`src/design/gh_pkg.sv`:
```
`timescale 1ns / 1ps
`default_nettype none

package gh_pkg;

  // Field element width; bit 127 of a packed element is the x^0 coefficient.
  localparam int unsigned GH_W = 128;
  localparam int unsigned HALF_W = 64;

  // Multiplier digit: key bits consumed per cycle of the back end when not held.
  localparam int unsigned DIGIT_BITS = 8;
  localparam int unsigned STEPS = GH_W / DIGIT_BITS;
  localparam int unsigned STEP_W = $clog2(STEPS);

  // Reduction byte folded into the x^0..x^7 end on a carry out of x^127.
  localparam logic [7:0] GH_REDUCE = 8'hE1;

  // Job queue between front and back.
  localparam int unsigned QDEPTH = 2;
  localparam int unsigned QPTR_W = $clog2(QDEPTH);
  localparam int unsigned QCNT_W = $clog2(QDEPTH + 1);

  typedef struct packed {
    logic [HALF_W-1:0] blk_hi;
    logic [HALF_W-1:0] blk_lo;
    logic              first;
    logic              last;
  } job_t;

  typedef struct packed {
    logic [QCNT_W-1:0] count;
  } fr_stat_t;

  typedef struct packed {
    logic              busy;
    logic [STEP_W-1:0] step;
  } bk_stat_t;

endpackage

`default_nettype wire

```
`src/design/gh_front.sv`:
```
`timescale 1ns / 1ps
`default_nettype none

module gh_front import gh_pkg::*; (
  input  wire logic                clk_i,
  input  wire logic                rst_ni,
  input  wire logic                s_valid_i,
  output      logic                s_ready_o,
  input  wire logic [2*HALF_W-1:0] s_data_i,   // [63:0] block_hi, [127:64] block_lo
  input  wire logic                s_user_i,   // first
  input  wire logic                s_last_i,
  output      logic                job_valid_o,
  input  wire logic                job_ready_i,
  output      job_t                job_o,
  output      fr_stat_t            stat_o
);

  job_t              q_mem_q [QDEPTH];
  logic [QPTR_W-1:0] wr_ptr_q, wr_ptr_d;
  logic [QPTR_W-1:0] rd_ptr_q, rd_ptr_d;
  logic [QCNT_W-1:0] cnt_q, cnt_d;
  job_t              job_in;
  logic              push, pop;

  // Split the beat into a job entry.
  always_comb begin
    job_in.blk_hi = s_data_i[HALF_W-1:0];
    job_in.blk_lo = s_data_i[2*HALF_W-1:HALF_W];
    job_in.first  = s_user_i;
    job_in.last   = s_last_i;
  end

  assign s_ready_o   = (cnt_q != QCNT_W'(QDEPTH));
  assign job_valid_o = (cnt_q != '0);
  assign job_o       = q_mem_q[rd_ptr_q];
  assign stat_o.count = cnt_q;

  assign push = s_valid_i && s_ready_o;
  assign pop  = job_valid_o && job_ready_i;

  always_comb begin
    wr_ptr_d = push ? wr_ptr_q + 1'b1 : wr_ptr_q;
    rd_ptr_d = pop  ? rd_ptr_q + 1'b1 : rd_ptr_q;
    cnt_d    = cnt_q;
    if (push && !pop) begin
      cnt_d = cnt_q + 1'b1;
    end else if (pop && !push) begin
      cnt_d = cnt_q - 1'b1;
    end
  end

  always_ff @(posedge clk_i or negedge rst_ni) begin
    if (!rst_ni) begin
      wr_ptr_q <= '0;
      rd_ptr_q <= '0;
      cnt_q    <= '0;
    end else begin
      wr_ptr_q <= wr_ptr_d;
      rd_ptr_q <= rd_ptr_d;
      cnt_q    <= cnt_d;
    end
  end

  always_ff @(posedge clk_i) begin
    if (push) begin
      q_mem_q[wr_ptr_q] <= job_in;
    end
  end

endmodule

`default_nettype wire

```
`src/design/gh_back.sv`:
```
`timescale 1ns / 1ps
`default_nettype none

module gh_back import gh_pkg::*; (
  input  wire logic              clk_i,
  input  wire logic              rst_ni,
  input  wire logic [HALF_W-1:0] key_hi_i,
  input  wire logic [HALF_W-1:0] key_lo_i,
  input  wire logic              job_valid_i,
  output      logic              job_ready_o,
  input  wire job_t              job_i,
  output      logic              m_valid_o,
  input  wire logic              m_ready_i,
  output      logic [HALF_W-1:0] tag_hi_o,
  output      logic [HALF_W-1:0] tag_lo_o,
  output      bk_stat_t          stat_o
);

  logic [GH_W-1:0]   acc_q;
  logic [GH_W-1:0]   r_q, v_q, h_q;
  logic [GH_W-1:0]   r_n, v_n;
  logic [GH_W-1:0]   acc_base, x_in;
  logic [STEP_W-1:0] cnt_q;
  logic              busy_q, last_q;
  logic              out_valid_q;
  logic [GH_W-1:0]   out_data_q;
  logic              final_step, hold, done, start;

  // One digit of the shift-and-add multiply: walk DIGIT_BITS key bits,
  // x^0 first, stepping V by x each bit.
  always_comb begin
    logic c;
    r_n = r_q;
    v_n = v_q;
    c   = 1'b0;
    for (int j = 0; j < DIGIT_BITS; j++) begin
      if (h_q[GH_W-1-j]) begin
        r_n = r_n ^ v_n;
      end
      c   = v_n[0];
      v_n = v_n >> 1;
      if (c) begin
        v_n[GH_W-1 -: 8] = v_n[GH_W-1 -: 8] ^ GH_REDUCE;
      end
    end
  end

  assign final_step = (cnt_q == STEP_W'(STEPS - 1));
  // A tag cannot retire while the previous one still sits unclaimed.
  assign hold       = last_q && out_valid_q && !m_ready_i;
  assign done       = busy_q && final_step && !hold;
  assign job_ready_o = !busy_q || done;
  assign start      = job_valid_i && job_ready_o;

  // Forward the retiring product so the next job starts without a bubble.
  assign acc_base = done ? r_n : acc_q;
  assign x_in     = (job_i.first ? '0 : acc_base) ^ {job_i.blk_hi, job_i.blk_lo};

  always_ff @(posedge clk_i or negedge rst_ni) begin
    if (!rst_ni) begin
      busy_q      <= 1'b0;
      cnt_q       <= '0;
      acc_q       <= '0;
      out_valid_q <= 1'b0;
    end else begin
      if (start) begin
        busy_q <= 1'b1;
        cnt_q  <= '0;
      end else if (done) begin
        busy_q <= 1'b0;
      end else if (busy_q && !final_step) begin
        cnt_q <= cnt_q + 1'b1;
      end
      if (done) begin
        acc_q <= r_n;
      end
      if (done && last_q) begin
        out_valid_q <= 1'b1;
      end else if (m_ready_i) begin
        out_valid_q <= 1'b0;
      end
    end
  end

  always_ff @(posedge clk_i) begin
    if (start) begin
      v_q    <= x_in;
      r_q    <= '0;
      h_q    <= {key_hi_i, key_lo_i};
      last_q <= job_i.last;
    end else if (busy_q && !final_step) begin
      r_q <= r_n;
      v_q <= v_n;
      h_q <= h_q << DIGIT_BITS;
    end
    if (done && last_q) begin
      out_data_q <= r_n;
    end
  end

  assign m_valid_o   = out_valid_q;
  assign tag_hi_o    = out_data_q[GH_W-1:HALF_W];
  assign tag_lo_o    = out_data_q[HALF_W-1:0];
  assign stat_o.busy = busy_q;
  assign stat_o.step = cnt_q;

endmodule

`default_nettype wire

```
`src/design/ghash_accumulator.sv`:
```
`timescale 1ns / 1ps
`default_nettype none

// GHASH accumulator for GCM: each item carries one 128-bit block; the block is
// XORed into a running accumulator (cleared first when tuser/first is set) and
// the sum is multiplied by the hash key H in GF(2^128), GCM bit-reflected
// order. An item with tlast set produces one result, the updated accumulator,
// as the tag; the chain is not cleared after a tag. Each item occupies the
// multiplier over its 128 key bits, 8 per cycle unless a waiting tag holds the
// final step; the next item starts in the cycle the previous one retires. A
// 2-entry input queue takes items while the multiplier works, dropping tready
// only when full, and a registered output slot lets the multiplier run on
// while a tag waits to be taken. H is written through the APB port (key_hi at
// 0x0, key_lo at 0x8, 64-bit data); write it only while the block is idle, as
// the block itself does not enforce this. Both halves reset to zero.
module ghash_accumulator import gh_pkg::*; (
  input  wire logic                clk_i,
  input  wire logic                rst_ni,
  // APB configuration
  input  wire logic                psel,
  input  wire logic                penable,
  input  wire logic                pwrite,
  input  wire logic [3:0]          paddr,
  input  wire logic [HALF_W-1:0]   pwdata,
  output      logic [HALF_W-1:0]   prdata,
  output      logic                pready,
  // block input
  input  wire logic                s_axis_tvalid,
  output      logic                s_axis_tready,
  input  wire logic [2*HALF_W-1:0] s_axis_tdata,  // [63:0] block_hi, [127:64] block_lo
  input  wire logic                s_axis_tuser,  // [0] first
  input  wire logic                s_axis_tlast,  // last
  // tag output
  output      logic                m_axis_tvalid,
  input  wire logic                m_axis_tready,
  output      logic [2*HALF_W-1:0] m_axis_tdata   // [63:0] tag_hi, [127:64] tag_lo
);

  // Register index lives in paddr[3]; lower bits pick byte lanes and are ignored.
  localparam logic REG_KEY_HI = 1'b0;
  localparam logic REG_KEY_LO = 1'b1;

  logic [HALF_W-1:0] key_hi_q, key_lo_q;
  logic              cfg_wr;
  logic              job_valid, job_ready;
  job_t              job;
  fr_stat_t          fr_stat;
  bk_stat_t          bk_stat;
  logic [HALF_W-1:0] tag_hi, tag_lo;

  // ---- configuration ----
  assign pready = 1'b1;
  assign cfg_wr = psel && penable && pwrite && pready;

  always_ff @(posedge clk_i or negedge rst_ni) begin
    if (!rst_ni) begin
      key_hi_q <= '0;
      key_lo_q <= '0;
    end else if (cfg_wr) begin
      case (paddr[3])
        REG_KEY_HI: key_hi_q <= pwdata;
        REG_KEY_LO: key_lo_q <= pwdata;
        default:    ;
      endcase
    end
  end

  always_comb begin
    case (paddr[3])
      REG_KEY_HI: prdata = key_hi_q;
      REG_KEY_LO: prdata = key_lo_q;
      default:    prdata = '0;
    endcase
  end

  // ---- front: accept and queue items ----
  gh_front u_front (
    .clk_i       (clk_i),
    .rst_ni      (rst_ni),
    .s_valid_i   (s_axis_tvalid),
    .s_ready_o   (s_axis_tready),
    .s_data_i    (s_axis_tdata),
    .s_user_i    (s_axis_tuser),
    .s_last_i    (s_axis_tlast),
    .job_valid_o (job_valid),
    .job_ready_i (job_ready),
    .job_o       (job),
    .stat_o      (fr_stat)
  );

  // ---- back: digit-serial GF(2^128) multiply and tag register ----
  gh_back u_back (
    .clk_i       (clk_i),
    .rst_ni      (rst_ni),
    .key_hi_i    (key_hi_q),
    .key_lo_i    (key_lo_q),
    .job_valid_i (job_valid),
    .job_ready_o (job_ready),
    .job_i       (job),
    .m_valid_o   (m_axis_tvalid),
    .m_ready_i   (m_axis_tready),
    .tag_hi_o    (tag_hi),
    .tag_lo_o    (tag_lo),
    .stat_o      (bk_stat)
  );

  assign m_axis_tdata = {tag_lo, tag_hi};

  // ---- assertions ----
  // tready drops only when the queue is full.
  a_ready_full: assert property (@(posedge clk_i) disable iff (!rst_ni)
    !s_axis_tready |-> (fr_stat.count == QCNT_W'(QDEPTH)))
    else $error("input stalled with queue not full");

  // Queue occupancy never exceeds its depth.
  a_q_bound: assert property (@(posedge clk_i) disable iff (!rst_ni)
    fr_stat.count <= QCNT_W'(QDEPTH))
    else $error("queue overflow");

  // The multiply runs its digits without gaps.
  a_step_adv: assert property (@(posedge clk_i) disable iff (!rst_ni)
    (bk_stat.busy && (bk_stat.step != STEP_W'(STEPS - 1))) |=>
      (bk_stat.busy && (bk_stat.step == STEP_W'($past(bk_stat.step) + 1'b1))))
    else $error("multiply step skipped or stalled");

  // A tag only appears out of a running multiply.
  a_tag_src: assert property (@(posedge clk_i) disable iff (!rst_ni)
    $rose(m_axis_tvalid) |-> $past(bk_stat.busy))
    else $error("tag without a multiply");

endmodule

`default_nettype wire
```
`config.mk`:
```
export PLATFORM = sky130hd
export DESIGN_NAME = ghash_accumulator
export DESIGN_NICKNAME = d
export VERILOG_FILES = /design/src/design/gh_pkg.sv /design/src/design/gh_front.sv /design/src/design/gh_back.sv /design/src/design/ghash_accumulator.sv
export SDC_FILE = /design/constraint.sdc
export NUM_CORES = 2
export LEC_CHECK = 0
export BUFFER_PORTS_ARGS = -buffer_cell sky130_fd_sc_hd__buf_2
export CAP_MARGIN = 20
export CORE_ASPECT_RATIO = 0.6
export CORE_MARGIN = 2
export CORE_UTILIZATION = 25
export DETAILED_ROUTE_END_ITERATION = 7
export SLEW_MARGIN = 30
export SYNTH_ARGS = -nofsm -noshare
export SYNTH_HDL_FRONTEND = slang
export SYNTH_SLANG_ARGS = --single-unit
```
`constraint.sdc`:
```
create_clock -name clk_i -period 10.33 [get_ports clk_i]
set_input_delay 2.066 -clock clk_i [delete_from_list [all_inputs] [get_ports clk_i]]
set_output_delay 2.066 -clock clk_i [all_outputs]
set_load 0.005 [all_outputs]
```
==> results by stage <==
Logic synthesis:
- The total of warnings raised by yosys is 0.
- Yosys mapped a number of flops with a built-in enable equal to around 650.
- Synthesis inferred 1039 register bits.
- The count of different cell masters after synthesis is 55.
- After technology mapping, the gate count stands at 5223.
- The post-synthesis instance area is 0.0552 mm2.
- The library cell with the highest instance count after synthesis is nand2_1.
- The synthesized design spends more area on one cell type than any other, namely edfxtp_1.
- The share of the synthesized area in the top cell type is 35.1%.
- In the synthesized netlist the dominant register cell turns out to be edfxtp_1.
- Of all flip-flops after synthesis, the portion carrying an async set or reset was between 20% and 30%.
- The sequential element share of the synthesized area is 51.8%.
- The total nets after synthesis is 5430.
- The commonest cells after synthesis are nand2_1 (1874), xnor2_1 (744), edfxtp_1 (645).
- The mean instance size in the synthesized netlist is about 11 um2.
- Yosys attributes the largest share of cell area to edfxtp_1 (35%), nand2_1 (13%), dfrtp_1 (12%).

Floorplanning:
- The initialized floorplan defines about 130 standard-cell rows.
- The die is around 610 um wide.
- For this configuration, the core starts out at a cell density of approximately a quarter.
- The die outline height is about 370 um.
- The total die area is around 0.22 mm2.
- The total area inside the core boundary comes to between 0.2 and 0.25 mm2.
- 400 I/O pins were placed.

Routing:
- The routed wire length is between 150000 and 200000 um.
- The remaining number of nets flagged by the antenna check after routing is 0.
- The vias after detailed routing is approximately 37000.
- The total iterations of the first detailed-routing run is 5.
- The vias per cell is between 4 and 5.
- After detailed routing, the number of remaining DRC violations is 0.
- The detailed router's first-iteration violation count is between 3000 and 4000.
- After detailed routing, the average wire length per cell comes to around 19 um.

Setup path:
- The family of cells with the greatest summed delay on the critical path is buffers and inverters.
- The worst setup path is of the input pin to output pin kind.
- The maximum fanout count along the critical path is between 60 and 70.
- The most numerous cell on the critical path is buf_2.
- In this design, the stage delay of the slowest critical-path cell is roughly 0.57 ns.
- STA classifies the critical path endpoint as an output pin.
- The launching element type of the critical path is an input pin.
- Among all stages on the critical path, the largest delay is contributed by buf_6.
- The required time reported for the critical path endpoint is between 8 and 9 ns.
- At the worst endpoint, the arrival time is between 3 and 4 ns.
- Traced cell by cell, the critical path runs through buf_2, buf_6, mux2_2, buf_2.
- The number of buffers and inverters on the critical path is 3.

Global routing:
- The first-pass GRT wire length is about 240000 um.
- The number of global-route vias before repair is 37500.
- Across every metal layer, demand over resource in global routing totals 14.0%.
- The maximum number of pins on one net before global-route repair is around 150.
- The number of antenna violations at the first check in global routing is 28.
- The total overflow reported by the global router is 0.

Finish:
- Fill cells in the final layout number approximately 22000.
- The area added between synthesis and finish is 15.2%.
- The area of combinational cells with multiple inputs is ~0.025 mm2.
- For this run, the post-layout net count is approximately 5600.
- The fraction of layout cells with a size suffix above 1 is about 18%.
- Summing all non-filler instances in the final layout gives an area of between 0.06 and 0.07 mm2.
- In the final layout, flip-flops and latches occupy 0.0286 mm2.

Clock network:
- The tree is rooted in a clkbuf_16.
- TritonCTS built the clock tree.
- The cts-stage hold buffer count is 0.
- The clock latency at the later pin of the worst-skew pair is about 0.75 ns.
- Buffers added to address setup during post-CTS repair amount to 0.
- The tree built by TritonCTS fans out to 1039 sinks.
- The number of buffers created by CTS is between 100 and 150.
- The H-tree depth reported by CTS is 3.
- The clock transition time at the flip-flop clock pins of the worst setup and hold paths is 0.06 ns.
- After clock tree synthesis, the repair step resized 0 gates.
- The maximum buffer depth of the clock tree is 3.

Job:
- The number of max-cap violations is 0.

Worst hold path:
- The min-delay analysis places its worst path in the category flop to flop.

Timing:
- For the final database, setup skew stands at 0.0924 ns.
- The number of endpoints with negative hold slack in the final report is 0.
- The final-report max-slew violation count is 0.
- Summed over all failing endpoints, the final setup total negative slack is 0 ns.
- Setup repair after global routing left no endpoint under its margin.
- The minimum clock period is 5.40 ns.
- The worst-margin pin slew is 1.03 ns.
- In this run the tightest slew margin relative to its limit is between 30% and 40%.
- Derived from the worst setup path, the maximum achievable clock frequency is about 0.19 GHz.
- Dividing the final minimum period by the clock period gives a little over half.
- Setup violations remaining at the end of the flow were counted as 0.

Placed design:
- During placement, the flow inserted port buffers numbering approximately 400.
- After legalization and detailed placement, the total HPWL measured roughly 100000 um.
- The final weighted congestion in routability-driven placement is slightly above 0.8.
- The placed instance area is 0.0598 mm2.

Run status:
- The flow ran to the end, and the final reports show no timing, DRC or antenna violations.
metal layers:
layer / up-vias / part of all wire (%) / GRT usage, %
met5: - / 0.025 / 0
li1: 17400 / - / -
met1: 18800 / 45 / 19.4
met4: 8 / 2.6 / 4.19
met3: 217 / 6.1 / 2.41
met2: 1137 / 46 / 22.3
state kept, by name, indices dropped and copies added (netlist names), 2 cells and up:
| name | cells |
|---|---|
| key_hi_q | 64 |
| u_back.cnt_q | 4 |
| u_back.v_q | 128 |
| u_front.stat_o | 2 |
| u_back.h_q | 128 |
| u_back.out_data_q | 128 |
| u_back.r_q | 128 |
| key_lo_q | 64 |
| u_front.q_mem_q | 260 |
| u_back.acc_q | 128 |
placed cells by master (no fill, tap or decap), types with 127 or more instances in the layout:
cell      count
buf_2       394
mux2i_1     132
xnor3_1     127
dfxtp_1     128
nand2_1    1873
nand3_1     129
xor2_1      173
edfxtp_1    645
dfrtp_1     265
mux2_2      319
xnor2_1     744
per-stage QoR:
| step | cells | setup slack [ns] | hold WS (ns) | util, % |
|---|---|---|---|---|
| 2_1_floorplan | 5223 | 1.98 | 0.438 | - |
| 3_3_place_gp | 8161 | 4.74 | 0.452 | 27.3 |
| 3_5_place_dp | 8162 | 4.73 | 0.457 | 27.3 |
| 4_1_cts | 8372 | 4.73 | 0.468 | 29.0 |
| 5_1_grt | 8380 | 4.90 | 0.483 | 29.0 |
| 6_report | 8380 | 4.93 | 0.466 | 29.0 |
final timing paths:
check	from	to	slack (ns)	depth (start not counted)
worst max-delay path	paddr[3]	prdata[56]	4.93	4
worst min-delay path	u_back.r_q[97]	u_back.r_q[97]	0.47	2
worst max register to register	u_back.cnt_q[0]	u_back.v_q[54]	6.36	9
worst min register to register	u_back.r_q[97]	u_back.r_q[97]	0.47	2
max in group asynchronous	rst_ni	key_hi_q[56]	7.09	3
min in group asynchronous	rst_ni	u_back.acc_q[115]	1.31	1
logic make-up after synthesis:
family | Yosys count | synth area share (%)
multiplexers | 453 | 8.94
other | 1 | 0.00679
flip-flops | 1039 | 51.8
AND/OR/NAND/NOR | 2075 | 14.6
buffers and inverters | 419 | 2.94
AO/OA/AOI/OAI | 185 | 1.85
XOR/XNOR | 1049 | 19.9
adder cells (fa/ha/maj) | 2 | 0.0453
tightest hold or removal path, stage by stage, from the launching register on:
cell and delay, ns:
dfxtp_1 0.32, nand3_1 0.06, nand2_1 0.05
final cells by class:
cell class | instances | area share (%)
Timing Repair Buffer | 446 | 3.92
Clock inverter | 72 | 1.23
Multi-Input combinational cell | 3765 | 39.4
Inverter | 10 | 0.0747
Sequential cell | 1039 | 44.9
Antenna cell | 8 | 0.0315
Clock buffer | 138 | 4.70
Tap cell | 2902 | 5.70
Power is not shown: default switching activity piles up to over one toggle a cycle in this logic, so the estimate is an artifact.
